--- src/hw/rtl/spca_pkg.sv ---
// spca_pkg: shared types and constants of the projected curvature accumulator
// used by every module of the block; depends on nothing
`timescale 1ns / 1ps
package spca_pkg;

    localparam int QUEUE_DEPTH = 4;
    localparam logic signed [33:0] KEEP_FLOOR = -34'sd10738;
    localparam logic [16:0] UNIT_Q16 = 17'd65536;
    localparam logic [15:0] COUNT_MAX = 16'hFFFF;
    localparam logic CMD_START = 1'b0;
    localparam logic CMD_SAMPLE = 1'b1;

    // one classified word handed from the front to the back
    typedef struct packed {
        logic             is_start;
        logic             keep;
        logic             last;
        logic [2:0][24:0] d;    // sample minus query point, signed
        logic [2:0][15:0] n;    // normal, signed (used by start words)
    } t_entry;

    typedef enum logic [10:0] {
        ST_IDLE = 11'b00000000001,
        ST_SQ   = 11'b00000000010,
        ST_NORM = 11'b00000000100,
        ST_ROOT = 11'b00000001000,
        ST_DSET = 11'b00000010000,
        ST_DIV  = 11'b00000100000,
        ST_ACC  = 11'b00001000000,
        ST_DOT  = 11'b00010000000,
        ST_FSET = 11'b00100000000,
        ST_EMIT = 11'b01000000000,
        ST_SPARE = 11'b10000000000
    } t_state;

    function automatic logic [24:0] mag25(input logic [24:0] v);
        mag25 = v[24] ? (25'd0 - v) : v;
    endfunction

endpackage

--- src/hw/rtl/spca_front.sv ---
// spca_front: accepts words, holds the query, classifies samples
// depends on spca_pkg
`timescale 1ns / 1ps
module spca_front (
    input  logic                 i_clk,
    input  logic                 i_rst_n,
    input  logic                 i_valid,
    input  logic                 i_full,
    input  logic                 i_command,
    input  logic signed [23:0]   i_pos_x,
    input  logic signed [23:0]   i_pos_y,
    input  logic signed [23:0]   i_pos_z,
    input  logic signed [15:0]   i_nrm_x,
    input  logic signed [15:0]   i_nrm_y,
    input  logic signed [15:0]   i_nrm_z,
    input  logic                 i_last,
    output logic                 o_push,
    output spca_pkg::t_entry     o_entry
);

    logic signed [23:0] r_qp [3];
    logic signed [15:0] r_qn [3];
    logic signed [23:0] w_p [3];
    logic signed [15:0] w_n [3];
    logic signed [33:0] w_dot;

    assign w_p[0] = i_pos_x;
    assign w_p[1] = i_pos_y;
    assign w_p[2] = i_pos_z;
    assign w_n[0] = i_nrm_x;
    assign w_n[1] = i_nrm_y;
    assign w_n[2] = i_nrm_z;

    assign o_push = i_valid && !i_full;

    // visibility dot of sample normal and query normal, exact
    assign w_dot = 34'(w_n[0] * r_qn[0]) + 34'(w_n[1] * r_qn[1]) + 34'(w_n[2] * r_qn[2]);

    always_comb begin
        o_entry.is_start = (i_command == spca_pkg::CMD_START);
        o_entry.keep     = (w_dot > spca_pkg::KEEP_FLOOR);
        o_entry.last     = i_last;
        for (int i = 0; i < 3; i++) begin
            o_entry.d[i] = 25'(25'(w_p[i]) - 25'(r_qp[i]));
            o_entry.n[i] = w_n[i];
        end
    end

    always_ff @(posedge i_clk) begin
        if (!i_rst_n) begin
            for (int i = 0; i < 3; i++) begin
                r_qp[i] <= '0;
                r_qn[i] <= '0;
            end
        end else if (o_push && i_command == spca_pkg::CMD_START) begin
            for (int i = 0; i < 3; i++) begin
                r_qp[i] <= w_p[i];
                r_qn[i] <= w_n[i];
            end
        end
    end

endmodule

--- config.mk ---
export PLATFORM = sky130hd
export DESIGN_NAME = spca_front
export DESIGN_NICKNAME = d
export VERILOG_FILES = /design/src/hw/rtl/spca_pkg.sv /design/src/hw/rtl/spca_front.sv
export SDC_FILE = /design/constraint.sdc
export NUM_CORES = 2
export LEC_CHECK = 0
export BUFFER_PORTS_ARGS = -buffer_cell sky130_fd_sc_hd__clkbuf_2
export CAP_MARGIN = 30
export CORE_ASPECT_RATIO = 1.2
export CORE_MARGIN = 2
export CORE_UTILIZATION = 30
export CTS_CLUSTER_SIZE = 24
export DETAILED_ROUTE_END_ITERATION = 8
export MAX_ROUTING_LAYER = met4
export PLACE_DENSITY_LB_ADDON = 0.3
export REMOVE_ABC_BUFFERS = 1
export SLEW_MARGIN = 40
export SYNTH_ARGS = -nofsm -noshare
export SYNTH_HDL_FRONTEND = slang
export SYNTH_SLANG_ARGS = --single-unit
export TNS_END_PERCENT = 30
--- constraint.sdc ---
create_clock -name i_clk -period 14.3 [get_ports i_clk]
set_input_delay 2.145 -clock i_clk [delete_from_list [all_inputs] [get_ports i_clk]]
set_output_delay 2.145 -clock i_clk [all_outputs]
set_load 0.01 [all_outputs]
Yosys cells after proc, flatten, opt, wreduce, memory -nomap -nowiden. Memory sizes are Yosys's and may differ from the RTL's. Index checks and enable logic that the tools add are counted.

Register bits: 0. Memory bits (writable): 120. Bits of input ports: 126. Output and inout bits: 127. Logic and storage cells: 31. Memories kept: 2.

Memories: r_qp (depth 3, width 24, read ports 3, clocked after memory_dff 0, write ports 3, RTL line spca_front.sv:21) `logic signed [23:0] r_qp [3];`; r_qn (depth 3, width 16, read ports 3, clocked after memory_dff 0, write ports 3, RTL line spca_front.sv:22) `logic signed [15:0] r_qn [3];`.

Add/subtract/negate cells: 5. $mul: 3. Magnitude comparators: 1. Mux-type cells: 10. Bitwise logic cells: 7. Reductions and logical operators: 3.

Operator list (count): 16-bit by 16-bit multiplier with 32-bit output (3); 24-bit by 24-bit subtractor with 25-bit output (3); 24-bit 2-to-1 mux (3); 16-bit 2-to-1 mux (3); 33-bit by 32-bit adder with 34-bit output (1); 34-bit by 15-bit > comparator with 1-bit output (second input constant) (1); 32-bit by 32-bit adder with 33-bit output (1); 1-bit OR (6); 1-bit 2-to-1 mux (4); 1-bit logical AND (2); 1-bit zero test (1); 1-bit inverter (1).

Depth between registers and ports, before layout.
Depth in word-level cells: 7. Depth in mapped cells: 31. Depth with buffers taken out: 29.

Worst setup path before layout. Ideal clock, no wire load.

Path kind: input-to-output. From: in i_nrm_z[15]. To: out o_entry[124] (netlist bit). Arrival time: 9.826 ns. Required time: 12.155 ns. Path slack: 2.329 ns. Cell stages on the path: 28. Path buffers: 2. Cell sequence: clkbuf_1 -> nand2_1 -> fa_1 -> fa_1 -> inv_1 -> fa_1 -> inv_1 -> fa_1 -> inv_1 -> fa_1 -> fa_1 -> fa_1 -> fa_1 -> inv_1 -> fa_1 -> inv_1 -> ha_1 -> clkbuf_1 -> a21o_1 -> a21o_1 -> nand2_1 -> nand2_1 -> or4b_1 -> o211ai_1 -> xor2_1 -> nor3_1 -> nand4_1 -> o31ai_1.

RTL lines: from (decl) (RTL line spca_front.sv:15) `input logic signed [15:0] i_nrm_z,`; to (decl) (RTL line spca_front.sv:18) `output spca_pkg::t_entry o_entry`.

==> metrics.yaml <==
worst_setup_path:
  crit_buf_inv: 9
  arrival_ns: 10.89
  critical_path.top_delay_family: "adder cells"
  worst_path_max_delay_cell: "fa_1"
  critical_path_class: "primary input to output port"
  critPathMaxFanout: 18
  worstSetupStartpointType: "primary input"
  cp_common_cell: "fa_1"
  crit_path_start: "i_nrm_y[15]"
  endpoint_kind: "output port"
  cp_slowest_stage_delay_ns: 0.66
  required_ns: 12.15
clock_network:
  clkTransAtPathRegs_ns: 0.07
  cts_tree: "built"
  clock-sinks: 120
  clockBufferDepth: 2
  cts_resized: 0
  holdBufCountCts: 0
  cts_htree_levels: 4
  numCtsBuffers: 17
  post_cts_buffers: 0
  cts_root_buf: "clkbuf_16"
final_layout:
  synthToLayoutAreaGrowth_pct: 8.44
  layout_commonest_cell: "inv_1"
  layout.area.seq_um2: 3600
  multi_input_area_um2: 30300
  fillers: 13500
  layout-drive-gt1-share_pct: 7.71
  final_area_um2: 42200
  final_cell_mix: "1116 x inv_1, 935 x fa_1, 486 x and2_1"
  nets: 5483
  utilization_pct: 32.8
routing:
  ant_nets: 0
  via_count: 26100
  wl_per_cell_um: 16.7
  met3_length_um: 4240
  drc: 0
  top_layer_used: "met4"
  drt_iter0_markers: 1108
  routed_wl_um: 97600
  routed_via_density: 4.47
  wl_met2_um: 51600
  wl_met1_um: 38700
  dr.pass1.iters: 5
yosys:
  ys_seq_area_share_pct: 9.26
  ys_ff_latch: 120
  ys_types: 73
  synthArstFlopShare_pct: 0
  synth_edf_count: 120
  syn_area_um2: 38900
  yosys_most_used_dff: "edfxtp_1"
  synthCells: 4031
  yosysWarnings: 0
  syn_avg_cell_area_um2: 9.66
job:
  maxCapViolCount: 0
grt:
  grt_pass1_vias: 29000
  gr-total-overflow: 0
  grt_max_degree: 71
  antenna_found_initial: 1
  grtUsageTotal_pct: 16.2
  grt_pass1_wl_um: 160000
die:
  ioPinCount: 253
  coreArea_um2: 129000
  row_count: 144
  die_height_um: 399
  die_x_um: 333
  start_util_pct: 30.3
  fp.dieArea_um2: 133000
worst_hold_path:
  holdPathStages: 2
  hp-start: "i_pos_y[19]"
  hold_path_class: "primary input to flop"
  hold_end: "r_qp[0][43]"
sta:
  drv_slew: 0
  rsz0062_at_grt: "no"
  final.setup.worst_slack_ns: 1.27
  finalHoldViolCount: 0
  relSlewSlack_pct: 46.1
  fmax_ghz: 0.0767
  post-route-period-util_pct: 91.1
  setup_tns_ns: 0
  tightestPinTransition_ns: 0.808
  period_needed_ns: 13.03
  setup_viol: 0
place:
  hpwl_um: 83200
  place_congestion: 0.901
  placed_area_um2: 41600
  numPortBuffers: 250
  pre_cts_ws_ns: 1.26
run_status:
  status: "finished, final reports clean"
-- sequential cells by signal, summed over array words and instances (netlist names) --
register  flops
r_qp         72
r_qn         48
-- layout make-up --
| cell class | count | share of cell area, % |
|---|---|---|
| Sequential cell | 120 | 8.54 |
| Multi-Input combinational cell | 2630 | 71.9 |
| Clock buffer | 18 | 1.02 |
| Clock inverter | 14 | 0.445 |
| Inverter | 1116 | 9.92 |
| Timing Repair Buffer | 264 | 3.21 |
| Antenna cell | 3 | 0.0178 |
| Tap cell | 1679 | 4.98 |
-- how the worst max path moves through the flow --
stage | cells after the start | endpoint | slack, ns
floorplan | 28 | o_entry[124] | 2.67
CTS | 29 | o_entry[124] | 1.21
global route | 29 | o_entry[124] | 0.72
finish | 29 | o_entry[124] | 1.27
global placement | 31 | o_entry[124] | 1.36
detailed placement | 29 | o_entry[124] | 1.26
-- synthesized netlist by cell type (all sizes together), types with 3 or more instances --
master / instances / area [um^2]
o21a: 18 / 135
a21oi: 63 / 319
or4: 3 / 22.5
a211o: 8 / 70.1
buf: 50 / 379
nor2: 57 / 214
ha: 273 / 3420
or3: 9 / 56.3
fa: 935 / 18700
xor2: 23 / 201
nor3: 21 / 105
and3: 14 / 87.6
edfxtp: 120 / 3600
and2: 487 / 3050
a211oi: 13 / 115
nor2b: 33 / 206
a21o: 30 / 225
nand2: 397 / 1490
o21bai: 9 / 67.6
nand2b: 23 / 144
o21ai: 44 / 231
or2: 3 / 18.8
o22ai: 3 / 25.0
o31ai: 7 / 76.3
nand4: 4 / 25.0
nand3: 21 / 105
a31o: 4 / 35.0
o2111ai: 5 / 43.8
xnor2: 74 / 648
clkbuf: 115 / 432
o211ai: 6 / 45.0
a31oi: 5 / 31.3
o31a: 3 / 26.3
inv: 1116 / 4190
-- cell families (layout without fill, tap and decap cells) --
kind of cell    after synthesis  after routing  share of synthesized area [%]
buf+inv                    1281           1412                           12.8
mux                           2              2                         0.0578
compound gates              244            244                           4.44
xor+xnor                     97             97                           2.18
fa+ha+maj                  1208           1208                           56.9
other cells                   0              3                              0
flops                       120            120                           9.26
simple gates               1079           1079                           14.4
-- layer usage --
metal | global-route usage, % | vias up
li1 | - | 12000
met1 | 19.0 | 13500
met2 | 28.6 | 584
met3 | 2.23 | 105
met4 | 5.03 | 0
met5 | - | -
-- stage by stage --
stage	cells	hold slack [ns]
final	5844	1.93
after global routing	5842	1.91
after CTS	5841	1.88
after detailed placement	5809	2.45
after global placement	5809	2.44
after floorplan	3866	2.34
Power is not shown: default switching activity piles up to over one toggle a cycle in this logic, so the estimate is an artifact.
