**src/hw/rtl/spca_pkg.sv**
```systemverilog
// spca_pkg: shared types and constants of the projected curvature accumulator
// used by every module of the block; depends on nothing
`timescale 1ns / 1ps
package spca_pkg;

    localparam int QUEUE_DEPTH = 4;
    localparam logic signed [33:0] KEEP_FLOOR = -34'sd10738;
    localparam logic [16:0] UNIT_Q16 = 17'd65536;
    localparam logic [15:0] COUNT_MAX = 16'hFFFF;
    localparam logic CMD_START = 1'b0;
    localparam logic CMD_SAMPLE = 1'b1;

    // one classified word handed from the front to the back
    typedef struct packed {
        logic             is_start;
        logic             keep;
        logic             last;
        logic [2:0][24:0] d;    // sample minus query point, signed
        logic [2:0][15:0] n;    // normal, signed (used by start words)
    } t_entry;

    typedef enum logic [10:0] {
        ST_IDLE = 11'b00000000001,
        ST_SQ   = 11'b00000000010,
        ST_NORM = 11'b00000000100,
        ST_ROOT = 11'b00000001000,
        ST_DSET = 11'b00000010000,
        ST_DIV  = 11'b00000100000,
        ST_ACC  = 11'b00001000000,
        ST_DOT  = 11'b00010000000,
        ST_FSET = 11'b00100000000,
        ST_EMIT = 11'b01000000000,
        ST_SPARE = 11'b10000000000
    } t_state;

    function automatic logic [24:0] mag25(input logic [24:0] v);
        mag25 = v[24] ? (25'd0 - v) : v;
    endfunction

endpackage

```
**src/hw/rtl/spca_queue.sv**
```systemverilog
// spca_queue: short fifo between the front and the back
// depends on spca_pkg
`timescale 1ns / 1ps
module spca_queue #(
    parameter int P_DEPTH = spca_pkg::QUEUE_DEPTH
) (
    input  logic             i_clk,
    input  logic             i_rst_n,
    input  logic             i_push,
    input  spca_pkg::t_entry i_entry,
    input  logic             i_pop,
    output logic             o_full,
    output logic             o_empty,
    output spca_pkg::t_entry o_entry
);

    localparam int AW = $clog2(P_DEPTH);

    spca_pkg::t_entry r_mem [P_DEPTH];
    logic [AW-1:0] r_wr;
    logic [AW-1:0] r_rd;
    logic [AW:0]   r_cnt;

    assign o_full  = (r_cnt == (AW+1)'(P_DEPTH));
    assign o_empty = (r_cnt == '0);
    assign o_entry = r_mem[r_rd];

    always_ff @(posedge i_clk) begin
        if (i_push) begin
            r_mem[r_wr] <= i_entry;
        end
    end

    always_ff @(posedge i_clk) begin
        if (!i_rst_n) begin
            r_wr  <= '0;
            r_rd  <= '0;
            r_cnt <= '0;
        end else begin
            if (i_push) begin
                r_wr <= (r_wr == AW'(P_DEPTH - 1)) ? '0 : AW'(r_wr + 1'b1);
            end
            if (i_pop) begin
                r_rd <= (r_rd == AW'(P_DEPTH - 1)) ? '0 : AW'(r_rd + 1'b1);
            end
            r_cnt <= (AW+1)'(r_cnt + (AW+1)'(i_push) - (AW+1)'(i_pop));
        end
    end

`ifndef SYNTHESIS
    a_no_overflow: assert property (@(posedge i_clk) disable iff (!i_rst_n)
        r_cnt <= (AW+1)'(P_DEPTH)) else $error("queue count beyond depth");
    a_no_push_full: assert property (@(posedge i_clk) disable iff (!i_rst_n)
        o_full |-> !i_push) else $error("push into full queue");
    a_no_pop_empty: assert property (@(posedge i_clk) disable iff (!i_rst_n)
        o_empty |-> !i_pop) else $error("pop from empty queue");
`endif

endmodule

```
**config.mk**
```make
export PLATFORM = sky130hd
export DESIGN_NAME = spca_queue
export DESIGN_NICKNAME = d
export VERILOG_FILES = /design/src/hw/rtl/spca_pkg.sv /design/src/hw/rtl/spca_queue.sv
export SDC_FILE = /design/constraint.sdc
export NUM_CORES = 1
export LEC_CHECK = 0
export ABC_AREA = 1
export BUFFER_PORTS_ARGS = -buffer_cell sky130_fd_sc_hd__buf_2
export CAP_MARGIN = 20
export CORE_UTILIZATION = 52
export CTS_BUF_LIST = sky130_fd_sc_hd__clkbuf_16
export CTS_CLUSTER_DIAMETER = 30
export CTS_CLUSTER_SIZE = 16
export DETAILED_ROUTE_END_ITERATION = 12
export HOLD_SLACK_MARGIN = 0.05
export MAX_ROUTING_LAYER = met4
export PLACE_DENSITY = 0.73
export SYNTH_ARGS = -nofsm -noshare
export SYNTH_HDL_FRONTEND = slang
export SYNTH_SLANG_ARGS = --single-unit
```
**constraint.sdc**
```tcl
create_clock -name i_clk -period 3.4 [get_ports i_clk]
set_input_delay 0.34 -clock i_clk [delete_from_list [all_inputs] [get_ports i_clk]]
set_output_delay 0.34 -clock i_clk [all_outputs]
set_load 0.05 [all_outputs]
```
* After elaboration in Yosys (flattened, before gate mapping) *
Memories as Yosys holds them, arrays and structs flattened. A register that Yosys moved wholly into a read port is not among the register bits.
Cells that the tools add are included.

storage, ports and cells
  register bits after elaboration = 7
  memory bits (writable) = 504
  memories = 1

memories
  name   depth  width  read ports  clocked after Yosys merged registers in  wr ports  line              source
  r_mem  4      126    1           1                                        1         spca_queue.sv:19  spca_pkg::t_entry r_mem [P_DEPTH];

operators by class
  reduce and logical (&&, ||, !) cells = 1
  $add $sub $neg = 4
  muxes and demuxes = 6
  eq/ne operators = 3

operators with widths
  kind                   number
  $mux W2                4
  $add A2 B1 Y2 const B  2
  $eq A2 B2 Y1 const B   2
  $add A3 B1 Y3          1
  $eq A3 B3 Y1 const B   1
  $logic_not A3 Y1       1
  $sub A3 B1 Y3          1
  $mux W1                2

* Longest topological paths before layout *
  depth after elaboration = 4
  mapped depth = 8
  depth with buffers taken out = 8

* Worst setup path before layout *
Ideal clock, no wire load.

  kind = flip-flop to flip-flop
  start = reg r_wr[0]
  end = mem r_mem[2][0] (netlist bit), enable pin
  period minus slack after synthesis = 3.500 ns
  stages on the path, launching flop included = 5
  required time = 2.921 ns
  slack = -0.100 ns
  setup time = 0.479 ns
  data arrival time = 3.021 ns
  buffers on the path = 0
  cell sequence = dfxtp_1 -> inv_1 -> ha_1 -> nand2_1 -> inv_1

RTL lines
  item                    line              source
  start, declared         spca_queue.sv:20  logic [AW-1:0] r_wr;
  start signal, assigned  spca_queue.sv:41  r_wr <= (r_wr == AW'(P_DEPTH - 1)) ? '0 : AW'(r_wr + 1'b1);
  end, declared           spca_queue.sv:19

Straight into the memory's write port.

==> metrics.md <==
| Metric | Value |
|---|---|
| Hold path start | i_push |
| Fin. Hold Viols | 0 |
| P&R area growth vs syn | 30.4% |
| Post-CTS setup buffers | 0 |
| Worst flop-to-flop path endpoint | r_mem[3][72] |
| Post-route DRC violation count | 0 |
| Num CTS Buffers | 95 |
| Measured slew at the worst slew-check pin | 927 ps |
| Antenna violations before repair | 4 |
| Pwr/cell area | 706 nW/um^2 |
| Synth warnings | 0 |
| Die Wd | 200 um |
| Die footprint | 39,900 sq um |
| Die Y | 200 um |
| Vias per cell | 4.99 |
| Critical Path AT | 2410 ps |
| Initial drt markers | 740 |
| Hold Crit Endpoint | r_wr[1] |
| Worst Reg-to-Reg Cells | 4 |
| Leakage dissipation | 10.5 nW |
| Final WL | 41.8 mm |
| Placed Area | 22,100 sq um |
| Core Region | 38,600 sq um |
| Critical-path top delay cell | dfxtp_4 |
| Clk pwr share | 48.2% |
| Clk root buf | clkbuf_16 |
| Nets | 2,095 |
| CP Capture Type | output pin |
| Synth cell types | 19 |
| CP Class | reg -> out |
| CP startpoint kind | register |
| Status | completed |
| Global route overflow | 0 |
| I/O Buffers | 257 |
| Skew-Pair Late Insertion Delay | 600 ps |
| Largest net degree at the start of global routing | 79 |
| Drt pass-1 iters | 4 |
| Vias in the first global route | 12,700 |
| Max_cap viols | 0 |
| Vias | 12,800 |
| ANT nets after route | 0 |
| Final setup vio count | 0 |
| Max_slew headroom | 38.2% |
| Yosys reg bits | 513 |
| GRT Total Usage | 21.5% |
| Max frequency | 363 MHz |
| CP peak stage delay | 720 ps |
| Sw frac | 26.2% |
| WP data required | 3060 ps |
| I/O pins | 258 |
| RSZ-0062 raised after global routing | no |
| Clock buffer depth | 3 |
| Net Sw Power | 4.89 mW |
| Flop-to-flop setup slack | 1330 ps |
| Syn Area/Cell | 13.3 sq um |
| Total Neg Setup Slack | 0 ps |
| Yosys top cell by area | edfxtp_1 |
| CTS Sinks | 513 |
| Final Skew | 12.5 ps |
| CTS clk-pin slew, worst paths | 50 ps |
| GP Congestion | 0.754 |
| WHS Path Cells | 3 |
| Worst-path fanout max | 46 |
| CTS tree | built |
| Cell chain of the critical path | buf_4 > o211ai_1 > nand2_1 > buf_2 |
| DP HPWL | 22.9 mm |
| Cell Int Power | 13.8 mW |
| RR Startpoint | r_wr[0] |
| Share of cells above drive strength 1 | 22.0% |
| Initial Utilization | 52.6% |
| First-pass GRT wire length | 64.0 mm |
| Seq/Total Area, Yosys | 75.3% |
| Top Family by Delay on Critical Path | buffers and inverters |
| Flop pwr share | 39.5% |
| Logic gate share of total power | 12.3% |
| Cell Area, Synth | 20,300 sq um |
| Worst path bufs/invs | 2 |
| Worst hold path type | in -> reg |
| Syn_nets | 1,667 |
| Slew Limit Fails | 0 |
| Period utilization | 80.9% |
| Cells after synthesis | 1,529 |
| Peak supply drop | 574 uV |
| H-tree Lvls | 3 |
| Final Cell Area | 26,500 sq um |
| Synth top area share | 74.4% |
| WL/cell | 16.4 um |
| Synth area leaders | edfxtp_1 (74%), inv_1 (4.9%), nand2_1 (4.9%), o211ai_1 (4.7%), a21oi_1 (3.1%) |
| Row Count | 72 |
| Final critical-path required period | 2750 ps |
-- cells in the final DEF (no fill, tap or decap) --
master and instances:
a21oi_1 126, a21oi_2 3, buf_12 14, buf_16 1, buf_2 257, buf_4 16
bufinv_16 11, clkbuf_16 95, clkinv_1 15, clkinv_2 14, clkinv_4 9, clkinvlp_4 15
dfxtp_1 7, dfxtp_4 2, diode_2 4, dlygate4sd3_1 128, edfxtp_1 504, fa_1 1
ha_1 7, inv_1 272, inv_16 2, inv_6 8, nand2_1 263, nand3_1 1
nor2_1 7, nor3_1 2, o211ai_1 126, o21ai_0 40, o21ai_1 87, xnor2_1 1
-- sequential cells by signal, summed over array words and instances, names as in the netlist, named ones only --
name and cells:
r_wr 2, r_rd 2, r_mem 504, r_cnt 3
-- cell families after synthesis --
group                      synth area share [%]
and+or+nand+nor                            5.06
AOI/OAI and AO/OA                          11.0
xor gates and xnor gates                 0.0431
adders and majority gates                 0.529
buffers and inverters                      8.07
DFF                                        75.3
-- metal layers --
layer / up-vias / wire (um) / GRT usage [%]
met5: - / 0 / -
met4: 0 / 926 / 8.28
met3: 68 / 3010 / 5.46
met2: 377 / 20700 / 34.8
met1: 6089 / 17200 / 26.0
li1: 6229 / - / -
-- cells in the mapped netlist (all sizes together) --
cell type  count
edfxtp       504
nor2           7
nand2        263
fa             1
nor3           2
buf           78
o21ai        127
o211ai       126
dfxtp          9
clkbuf         7
inv          267
nand3          1
a21oi        129
ha             7
xnor2          1
-- tightest hold or removal path, delay by kind of cell --
family,cells,cell delay (ps)
buffers and inverters,1,170
and+or+nand+nor,1,80
AOI/OAI and AO/OA,1,100
-- cell type report --
type	count	area, sq um
timing repair buffer	416	3000
tap	518	648
sequential	513	15300
antenna	4	10.0
clock inverter	79	762
inverter	267	1020
fill	2553	12100
clock buffer	95	2380
multi-input combinational	664	3380
-- through the flow --
stage	utilization, %	hold slack [ps]	power [mW]	cells	worst slack [ps]
4_1_cts	68.5	107	18.8	2551	594
3_3_place_gp	57.1	484	9.62	2249	1280
3_5_place_dp	57.1	493	9.67	2249	1240
6_report	68.6	138	18.7	2556	648
5_1_grt	68.6	163	19.3	2556	505
2_1_floorplan	-	433	9.09	1529	436
-- power by group through the flow --
stage          sequential [mW]  clock (mW)  combinational (mW)
2_1_floorplan             7.47           0                1.61
3_3_place_gp              7.49           0                2.13
3_5_place_dp              7.51           0                2.16
4_1_cts                   7.40        9.14                2.29
5_1_grt                   7.41        9.43                2.47
6_report                  7.39        9.02                2.30
-- worst max-delay path by stage --
stage / from / to / slack [ps] / cells past startpoint
final: register / o_entry[47] / 650 / 4
after global routing: register / o_entry[47] / 510 / 4
after CTS: register / o_entry[5] / 590 / 5
after detailed placement: register / o_entry[47] / 1240 / 4
after global placement: r_wr[0] / r_mem[3][82] / 1280 / 4
after floorplan: r_wr[0] / r_mem[0][0] / 440 / 4
-- repair_timing --
| action | 4_1_cts | 5_1_grt |
|---|---|---|
| gates resized for setup | 0 | 0 |
| hold buffers | 128 | 0 |
| endpoints found under the hold margin | 511 | 0 |
(Power assumes the default switching activity.)
