$ cat config.mk
export PLATFORM = sky130hd
export DESIGN_NAME = spca_back
export DESIGN_NICKNAME = d
export VERILOG_FILES = /design/src/hw/rtl/spca_pkg.sv /design/src/hw/rtl/spca_back.sv
export SDC_FILE = /design/constraint.sdc
export NUM_CORES = 2
export LEC_CHECK = 0
export BUFFER_PORTS_ARGS = -buffer_cell sky130_fd_sc_hd__buf_2
export CAP_MARGIN = 40
export CORE_MARGIN = 3
export CORE_UTILIZATION = 60
export CTS_CLUSTER_DIAMETER = 60
export DETAILED_ROUTE_END_ITERATION = 10
export GPL_TIMING_DRIVEN = 0
export PLACE_DENSITY_LB_ADDON = 0.12
export SYNTH_ARGS = -nofsm -noshare
export SYNTH_HDL_FRONTEND = slang
export SYNTH_SLANG_ARGS = --single-unit
$ cat constraint.sdc
create_clock -name i_clk -period 18.65 [get_ports i_clk]
set_input_delay 0.9325 -clock i_clk [delete_from_list [all_inputs] [get_ports i_clk]]
set_output_delay 0.9325 -clock i_clk [all_outputs]
set_load 0.01 [all_outputs]
$ cat src/hw/rtl/spca_pkg.sv
// spca_pkg: shared types and constants of the projected curvature accumulator
// used by every module of the block; depends on nothing
`timescale 1ns / 1ps
package spca_pkg;

    localparam int QUEUE_DEPTH = 4;
    localparam logic signed [33:0] KEEP_FLOOR = -34'sd10738;
    localparam logic [16:0] UNIT_Q16 = 17'd65536;
    localparam logic [15:0] COUNT_MAX = 16'hFFFF;
    localparam logic CMD_START = 1'b0;
    localparam logic CMD_SAMPLE = 1'b1;

    // one classified word handed from the front to the back
    typedef struct packed {
        logic             is_start;
        logic             keep;
        logic             last;
        logic [2:0][24:0] d;    // sample minus query point, signed
        logic [2:0][15:0] n;    // normal, signed (used by start words)
    } t_entry;

    typedef enum logic [10:0] {
        ST_IDLE = 11'b00000000001,
        ST_SQ   = 11'b00000000010,
        ST_NORM = 11'b00000000100,
        ST_ROOT = 11'b00000001000,
        ST_DSET = 11'b00000010000,
        ST_DIV  = 11'b00000100000,
        ST_ACC  = 11'b00001000000,
        ST_DOT  = 11'b00010000000,
        ST_FSET = 11'b00100000000,
        ST_EMIT = 11'b01000000000,
        ST_SPARE = 11'b10000000000
    } t_state;

    function automatic logic [24:0] mag25(input logic [24:0] v);
        mag25 = v[24] ? (25'd0 - v) : v;
    endfunction

endpackage

$ cat src/hw/rtl/spca_back.sv
// spca_back: sequencer that normalizes offsets, accumulates and divides
// depends on spca_pkg
`timescale 1ns / 1ps
module spca_back (
    input  logic                 i_clk,
    input  logic                 i_rst_n,
    input  logic                 i_empty,
    input  spca_pkg::t_entry     i_entry,
    output logic                 o_pop,
    input  logic                 i_stall,
    output logic                 o_valid,
    output logic signed [17:0]   o_curvature,
    output logic [15:0]          o_kept_count
);

    spca_pkg::t_state r_state;
    spca_pkg::t_entry r_ent;
    logic signed [15:0] r_qn [3];
    logic signed [31:0] r_sum [3];
    logic signed [17:0] r_u [3];
    logic [15:0] r_cnt;
    logic [1:0]  r_idx;
    logic [63:0] r_len;
    logic [5:0]  r_s;
    logic [63:0] r_x;
    logic [63:0] r_r;
    logic [63:0] r_b;
    logic [51:0] r_num;
    logic [47:0] r_dv;
    logic [16:0] r_q;
    logic [4:0]  r_qb;
    logic        r_fin;
    logic signed [49:0] r_dot;
    logic signed [17:0] r_res;
    logic        r_ov;

    logic [24:0] w_mag;
    logic        w_ge;
    logic [16:0] w_q;
    logic [16:0] w_qc;
    logic [63:0] w_rb;
    logic [49:0] w_m;
    logic [50:0] w_n;
    logic [30:0] w_den;
    logic [70:0] w_num;
    logic        w_slot;
    logic        w_emit;

    assign w_mag = spca_pkg::mag25(r_ent.d[r_idx]);
    assign w_ge  = (r_num >= {4'd0, r_dv});
    assign w_q   = r_q | (w_ge ? (17'd1 << r_qb) : 17'd0);
    assign w_qc  = (w_q > spca_pkg::UNIT_Q16) ? spca_pkg::UNIT_Q16 : w_q;
    assign w_rb  = r_r + r_b;
    assign w_m   = r_dot[49] ? 50'(-r_dot) : 50'(r_dot);
    assign w_den = {r_cnt, 15'd0};
    assign w_n   = 51'(w_m) + 51'({r_cnt, 14'd0});
    assign w_num = (71'(w_mag) << (16 + 32'(r_s[5:1])));
    assign w_slot = !r_ov || !i_stall;
    assign w_emit = (r_state == spca_pkg::ST_EMIT) && w_slot;
    assign o_pop = (r_state == spca_pkg::ST_IDLE) && !i_empty;

    assign o_valid = r_ov;

    always_ff @(posedge i_clk) begin
        if (!i_rst_n) begin
            r_state <= spca_pkg::ST_IDLE;
            r_ov    <= 1'b0;
            r_cnt   <= '0;
            r_idx   <= '0;
            for (int i = 0; i < 3; i++) begin
                r_qn[i]  <= '0;
                r_sum[i] <= '0;
            end
        end else begin
            // a new result replaces the taken one in the same cycle
            if (w_emit) begin
                r_ov <= 1'b1;
            end else if (r_ov && !i_stall) begin
                r_ov <= 1'b0;
            end
            case (r_state)
                spca_pkg::ST_IDLE: begin
                    if (!i_empty) begin
                        r_ent <= i_entry;
                        r_idx <= '0;
                        r_len <= '0;
                        r_dot <= '0;
                        if (i_entry.is_start) begin
                            for (int i = 0; i < 3; i++) begin
                                r_qn[i]  <= $signed(i_entry.n[i]);
                                r_sum[i] <= '0;
                            end
                            r_cnt   <= '0;
                            r_state <= i_entry.last ? spca_pkg::ST_FSET : spca_pkg::ST_IDLE;
                        end else if (i_entry.keep && r_cnt != spca_pkg::COUNT_MAX) begin
                            r_state <= spca_pkg::ST_SQ;
                        end else begin
                            r_state <= i_entry.last ? spca_pkg::ST_DOT : spca_pkg::ST_IDLE;
                        end
                    end
                end
                spca_pkg::ST_SQ: begin
                    r_len <= r_len + 64'(w_mag * w_mag);
                    r_idx <= 2'(r_idx + 1'b1);
                    if (r_idx == 2'd2) begin
                        r_s     <= '0;
                        r_state <= spca_pkg::ST_NORM;
                    end
                end
                spca_pkg::ST_NORM: begin
                    if (r_len == '0) begin
                        for (int i = 0; i < 3; i++) begin
                            r_u[i] <= '0;
                        end
                        r_state <= spca_pkg::ST_ACC;
                    end else if (r_s < 6'd60 && r_len[63:60] == 4'd0) begin
                        r_len <= r_len << 2;
                        r_s   <= 6'(r_s + 6'd2);
                    end else begin
                        r_x     <= r_len;
                        r_r     <= '0;
                        r_b     <= 64'd1 << 62;
                        r_state <= spca_pkg::ST_ROOT;
                    end
                end
                spca_pkg::ST_ROOT: begin
                    if (r_x >= w_rb) begin
                        r_x <= r_x - w_rb;
                        r_r <= (r_r >> 1) + r_b;
                    end else begin
                        r_r <= r_r >> 1;
                    end
                    r_b <= r_b >> 2;
                    if (r_b == 64'd1) begin
                        r_idx   <= '0;
                        r_state <= spca_pkg::ST_DSET;
                    end
                end
                spca_pkg::ST_DSET: begin
                    r_num   <= 52'(w_num) + 52'(r_r[31:1]);
                    r_dv    <= {r_r[31:0], 16'd0};
                    r_q     <= '0;
                    r_qb    <= 5'd16;
                    r_fin   <= 1'b0;
                    r_state <= spca_pkg::ST_DIV;
                end
                spca_pkg::ST_DIV: begin
                    if (w_ge) begin
                        r_num <= r_num - {4'd0, r_dv};
                    end
                    r_dv <= r_dv >> 1;
                    r_q  <= w_q;
                    r_qb <= 5'(r_qb - 1'b1);
                    if (r_qb == '0) begin
                        if (r_fin) begin
                            r_res   <= (r_dot > 0) ? -$signed({1'b0, w_qc}) : $signed({1'b0, w_qc});
                            r_state <= spca_pkg::ST_EMIT;
                        end else begin
                            r_u[r_idx] <= r_ent.d[r_idx][24] ? -$signed({1'b0, w_qc})
                                                             : $signed({1'b0, w_qc});
                            if (r_idx == 2'd2) begin
                                r_state <= spca_pkg::ST_ACC;
                            end else begin
                                r_idx   <= 2'(r_idx + 1'b1);
                                r_state <= spca_pkg::ST_DSET;
                            end
                        end
                    end
                end
                spca_pkg::ST_ACC: begin
                    // saturating add into the signed 32-bit sums
                    for (int i = 0; i < 3; i++) begin
                        if (33'(r_sum[i]) + 33'(r_u[i]) > 33'sh07FFFFFFF) begin
                            r_sum[i] <= 32'sh7FFFFFFF;
                        end else if (33'(r_sum[i]) + 33'(r_u[i]) < -33'sh080000000) begin
                            r_sum[i] <= 32'sh80000000;
                        end else begin
                            r_sum[i] <= 32'(33'(r_sum[i]) + 33'(r_u[i]));
                        end
                    end
                    r_cnt   <= 16'(r_cnt + 1'b1);
                    r_idx   <= '0;
                    r_dot   <= '0;
                    r_state <= r_ent.last ? spca_pkg::ST_DOT : spca_pkg::ST_IDLE;
                end
                spca_pkg::ST_DOT: begin
                    r_dot <= r_dot + 50'(r_sum[r_idx] * r_qn[r_idx]);
                    r_idx <= 2'(r_idx + 1'b1);
                    if (r_idx == 2'd2) begin
                        r_state <= spca_pkg::ST_FSET;
                    end
                end
                spca_pkg::ST_FSET: begin
                    if (r_cnt == '0) begin
                        r_res   <= '0;
                        r_state <= spca_pkg::ST_EMIT;
                    end else if (w_n >= 51'({w_den, 17'd0})) begin
                        r_res   <= (r_dot > 0) ? -18'sd65536 : 18'sd65536;
                        r_state <= spca_pkg::ST_EMIT;
                    end else begin
                        r_num   <= 52'(w_n);
                        r_dv    <= 48'({w_den, 16'd0});
                        r_q     <= '0;
                        r_qb    <= 5'd16;
                        r_fin   <= 1'b1;
                        r_state <= spca_pkg::ST_DIV;
                    end
                end
                spca_pkg::ST_EMIT: begin
                    if (w_slot) begin
                        o_curvature  <= r_res;
                        o_kept_count <= r_cnt;
                        r_state      <= spca_pkg::ST_IDLE;
                    end
                end
                default: begin
                    r_state <= spca_pkg::ST_IDLE;
                end
            endcase
        end
    end

`ifndef SYNTHESIS
    a_state_onehot: assert property (@(posedge i_clk) disable iff (!i_rst_n)
        $onehot(r_state)) else $error("sequencer state not one-hot");
    a_valid_from_emit: assert property (@(posedge i_clk) disable iff (!i_rst_n)
        $rose(r_ov) |-> $past(r_state) == spca_pkg::ST_EMIT)
        else $error("result shown outside emit");
    a_bit_range: assert property (@(posedge i_clk) disable iff (!i_rst_n)
        r_state == spca_pkg::ST_DIV |-> r_qb <= 5'd16)
        else $error("quotient bit out of range");
`endif

endmodule

== Yosys cells after proc, flatten, opt, wreduce, memory -nomap -nowiden ==
Memory sizes are Yosys's and may differ from the RTL's. A register that Yosys moved wholly into a read port is not among the register bits.
Cells that the tools add are included.
Word-level totals
  memories: 3
  register bits: 593
  memory bits (writable): 198
  output and inout bits: 36
  bits of input ports: 130
  logic and storage cells: 308
Memories
  r_sum: depth 3, width 32, rd ports 4, clocked after memory_dff 1, wr ports 3, RTL line spca_back.sv:19  | logic signed [31:0] r_sum [3];
  r_u: depth 3, width 18, rd ports 3, clocked after memory_dff 0, wr ports 3, RTL line spca_back.sv:20  | logic signed [17:0] r_u [3];
  r_qn: depth 3, width 16, rd ports 1, clocked after memory_dff 1, wr ports 3, RTL line spca_back.sv:18  | logic signed [15:0] r_qn [3];
Cells by class
  bitwise gates (word level): 17
  $add $sub $neg: 19
  equal/unequal tests: 32
  order comparisons: 13
  muxes and demuxes: 159
  reduce and logical (&&, ||, !) cells: 39
  shift-type cells: 2
  multiply operators: 2
Operators with widths (number)
  64-bit 2-to-1 mux: 11
  32-bit 2-to-1 mux: 12
  64-bit one-hot mux with 2 select lines: 3
  64-bit one-hot mux with 3 select lines: 1
  52-bit 2-to-1 mux: 3
  52-bit one-hot mux with 3 select lines: 1
  50-bit one-hot mux with 3 select lines: 1
  18-bit 2-to-1 mux: 8
  48-bit one-hot mux with 3 select lines: 1
  11-bit one-hot mux with 10 select lines: 1
  50-bit 2-to-1 mux: 2
  32-bit by 18-bit adder with 33-bit output: 3
  33-bit by 32-bit greater-than comparator with 1-bit output (second input constant): 3
  33-bit by 32-bit < comparator with 1-bit output (second input constant): 3
  48-bit 2-to-1 mux: 2
  11-bit 2-to-1 mux: 8
  16-bit 2-to-1 mux: 5
  17-bit 2-to-1 mux: 4
  63-bit by 64-bit adder with 64-bit output: 1
  64-bit by 50-bit adder with 64-bit output: 1
  64-bit adder: 1
  64-bit by 1-bit == test with 1-bit output (second input constant): 1
  64-bit greater-or-equal comparator: 1
  64-bit logical NOT: 1
  73 further kinds: 205

== Logic depth before layout (Yosys ltp) ==
  word-level depth: 10
  mapped depth: 44
  mapped depth without buffers: 39

== Least setup slack after synthesis ==
OpenSTA, ideal clock, no wires.
  path type: register to register
  start point: reg r_s[2]
  end point: reg r_x[0], enable pin
  setup slack: 6758 ps
  buffers on the path: 3
  required time: 18067 ps
  period minus slack after synthesis: 11892 ps
  cell stages (with the launch flop): 10
  data arrival time: 11309 ps
  setup time: 583 ps
  cells stage by stage: edfxtp_1 clkbuf_1 clkbuf_1 clkbuf_1 nand2_1 o21ai_0 nor3b_1 inv_1 a21oi_1 a21boi_0
On the way
  longest elaborated chain between the ends: 4
Ends and longest elaborated chain
  start, declared: RTL line spca_back.sv:24  | logic [5:0] r_s;
  start signal, assigned: RTL line spca_back.sv:118  | r_s <= 6'(r_s + 6'd2);
  6-bit < comparator: RTL line spca_back.sv:116  | end else if (r_s < 6'd60 && r_len[63:60] == 4'd0) begin
  1-bit logical AND: RTL line spca_back.sv:116
  2-bit inequality test (no line)
  5-bit AND reduction (no line)
  end signal, assigned: RTL line spca_back.sv:120  | r_x <= r_len;
  end signal, assigned: RTL line spca_back.sv:128  | r_x <= r_x - w_rb;
  end, declared: RTL line spca_back.sv:25  | logic [63:0] r_x;
Every way passes these cells.
A chain may end at the register's enable or synchronous reset.

== Worst setup path after layout ==
  start point: reg r_idx[0]
  end point: reg r_len[54] (data pin)
On the way
  longest elaborated chain between the ends: 7
Ends and longest elaborated chain
  start, declared: RTL line spca_back.sv:22  | logic [1:0] r_idx;
  start signal, assigned: RTL line spca_back.sv:104  | r_idx <= 2'(r_idx + 1'b1);
  start signal, assigned: RTL line spca_back.sv:164  | r_idx <= 2'(r_idx + 1'b1);
  start signal, assigned: RTL line spca_back.sv:188  | r_idx <= 2'(r_idx + 1'b1);
  25-bit binary-select mux with 2-bit select *: RTL line spca_back.sv:49  | assign w_mag = spca_pkg::mag25(r_ent.d[r_idx]);
  25-bit 2-to-1 mux (not written as such) *: RTL line spca_back.sv:49
  1-bit by 25-bit subtractor with 25-bit output: RTL line spca_pkg.sv:37  | mag25 = v[24] ? (25'd0 - v) : v;
  25-bit 2-to-1 mux *: RTL line spca_pkg.sv:37
  25-bit by 25-bit multiplier with 50-bit output *: RTL line spca_back.sv:103  | r_len <= r_len + 64'(w_mag * w_mag);
  64-bit by 50-bit adder with 64-bit output *: RTL line spca_back.sv:103
  64-bit one-hot mux with 3 select lines *: RTL line spca_back.sv:81  | case (r_state)
  end signal, assigned: RTL line spca_back.sv:103
  end signal, assigned: RTL line spca_back.sv:117  | r_len <= r_len << 2;
  end, declared: RTL line spca_back.sv:23  | logic [63:0] r_len;
Every way passes the cells marked *; elsewhere a longest branch is shown, timed or not. The select of a mux whose other input is x is not followed.

==> run summary <==
outcome: finished clean
max-slew violations: 0
Synth Flop Type: edfxtp_1
Max clock buf depth: 3
actual slew at the worst max-slew pin: 0.9936 ns
total CTS buffers: 98
final WL: 300600 um
non-filler cells, final: 12120
H-tree levels: 3
Post-Place Cells: 11930
port buffer count: 165
CTS sink count: 759
Detailed Route Iter0 Violations: 8412
drt via density: 6.272
max frequency: 76.99 MHz
post-route DRC violation count: 0
Async SR Flop Fraction: 0
kind of critical path: flip-flop to flip-flop
Hold WC Path Type: input port to flip-flop
post-synth cell types: 109
gpl congestion: 1.010
cell family with the largest share of critical-path delay: adder cells
Ports: 166
DRT Pass-1 Iters: 7
leading area contributor after synthesis: edfxtp_1
top cells by area, synth: edfxtp_1, fa_1, ha_1, inv_1, nand2_1
top cell type's share of synthesized area: 0.2414
final setup fails: 0
Crit-path slowest cell: a31oi_1
Tmin final: 12.99 ns
r2r startpoint: r_idx[0]
post-synthesis simple-gate area fraction: 0.1396
critical path arrival: 13.48 ns
GRT Total Usage: 0.3832
sequential share of the synthesized area: 0.2483
area of the mapped netlist: 90540 um^2
Cells after Synth: 9614
die area: 155600 um^2
Clock Latency Late Sink: 0.75 ns
Initial Utilization: 0.6081
largest net degree at the start of global routing: 53
vias: 76050
critical path startpoint: r_idx[0]
post-synthesis compound-gate area fraction: 0.1435
Synth Register Bits: 759
Worst Setup End Kind: flip-flop
clock skew: 0.07721 ns
cell mode on critical path: fa_1
DR WL/cell: 24.79 um
largest family of logic cells by synthesized area: adder cells
WP data required: 19.14 ns
cts repair resizes: 0
Synth Area in Adders: 0.3306
RSZ-0062 raised after global routing: false
max_slew headroom: 0.3289
area added between synthesis and finish: 9.263%
Buf/Inv on CP: 8
DP Wirelength: 247000 um
Fin Hold WS: 0.3575 ns
Post-CTS Setup Bufs: 0
syn avg cell area: 9.418 um^2
multiplexer share of the synthesized area: 0.01334
first-pass GRT wire length: 454700 um
xor-xnor portion of the synthesized cell area: 0.05591
crit-path max cell delay: 0.63 ns
row count: 141
Die H: 394.5 um
vias in the first global route: 75130
total negative setup slack: 0 ns
Hold Vio Cnt, Final: 0
final net count: 11910
Post-CTS Hold Buffers: 0
Max FO, Critical Path: 10
grt ovf: 0
layout cell share with drive strength beyond 1: 0.05981
CTS clock-pin slew for the worst setup and hold paths: 0.06 ns
CTS root buffer: clkbuf_16
Post-DRT Antenna Nets: 0
core area: 148900 um^2
hold path startpoint: i_entry[64]
initial antenna violation count: 10
die extent in x: 394.5 um
Post-synth EDFFs: 728
Synth warnings: 0
Max Cap Viol: 0
CP startpoint kind: flip-flop
final worst path period share: 0.6964
CTS tree: done
-- worst paths after layout --
check                                  endpoint  slack, ns  depth (start not counted)
worst max register to register        r_len[54]       5.66                         36
worst min-delay path                  r_ent[64]       0.36                          1
worst max-delay path                  r_len[54]       5.66                         36
worst min register to register  o_curvature[13]       0.41                          0
-- cell families after synthesis --
| group | Yosys count |
|---|---|
| AND/OR/NAND/NOR | 2781 |
| adder cells (fa/ha/maj) | 1747 |
| multiplexers | 109 |
| buffers and inverters | 1641 |
| AO/OA/AOI/OAI | 2000 |
| flip-flops | 759 |
| other | 2 |
| XOR/XNOR | 575 |
-- cell type report --
| type | count | area [um^2] |
|---|---|---|
| Antenna cell | 6 | 15.01 |
| Buffer | 356 | 1396 |
| Clock buffer | 113 | 2582 |
| Clock inverter | 72 | 892.1 |
| Fill cell | 12260 | 49970 |
| Inverter | 1285 | 4823 |
| Multi-Input combinational cell | 7247 | 62100 |
| Sequential cell | 759 | 22480 |
| Tap cell | 2002 | 2505 |
| Timing Repair Buffer | 284 | 2133 |
-- state kept, by name, indices dropped and copies added (netlist names), 17 cells and up, named ones only --
register and cells:
r_sum 96, r_ent 76, r_len 64, r_r 64
r_x 64, r_u 54, r_num 52, r_dot 50
r_dv 48, r_qn 48, r_b 32, o_curvature 18
r_res 18, r_q 17
-- through the flow --
stage / setup slack, ns / util / cell area, um^2
final: 5.661 / 0.6644 / 98930
after floorplan: 6.758 / - / 90670
after detailed placement: 6.054 / 0.6409 / 95430
after CTS: 5.993 / 0.6642 / 98900
after global placement: 0.2050 / 0.6313 / 94000
after global routing: 5.189 / 0.6643 / 98910
-- cells in the mapped netlist, types with 17 or more instances --
cell	count
o21ai_0	461
a31oi_1	110
o221ai_1	33
nor2b_1	80
o31ai_1	35
and2_1	128
o21bai_1	70
o41ai_1	21
nand4_1	67
a21o_1	211
o211ai_1	37
nor4_1	67
nor3_1	106
o21ai_1	25
ha_1	671
a211oi_1	68
o22ai_1	17
nand3_1	122
nor2_1	834
dfxtp_1	31
fa_1	1076
buf_1	34
a211o_1	17
nand2b_1	72
and3_1	47
o2bb2ai_1	19
mux2i_1	92
clkbuf_1	300
nand2_1	1062
or2_2	30
nor3b_1	20
xor2_1	273
or3_1	55
xnor2_1	300
a22o_1	39
edfxtp_1	728
a22oi_1	46
o21a_1	98
inv_1	1276
a21oi_1	489
a31o_2	18
-- per-layer routing --
layer | track usage | wire (um)
met5 | 0 | 27
met4 | 0.1334 | 11860
met3 | 0.09355 | 37770
met2 | 0.5477 | 124700
met1 | 0.5691 | 126200
-- cell usage in the layout, fill, tap and decap left out, types with 120 or more instances in the layout --
cell type  netlist  final
xor2_1         273    273
a21o_1         211    211
a21oi_1        489    486
nand3_1        122    120
buf_2           14    201
xnor2_1        300    298
and2_1         128    128
nand2_1       1062   1062
o21ai_0        461    461
nor2_1         834    831
fa_1          1076   1076
edfxtp_1       728    728
clkbuf_1       300    311
ha_1           671    671
inv_1         1276   1276
Power is not shown: default switching activity piles up to over one toggle a cycle in this logic, so the estimate is an artifact.
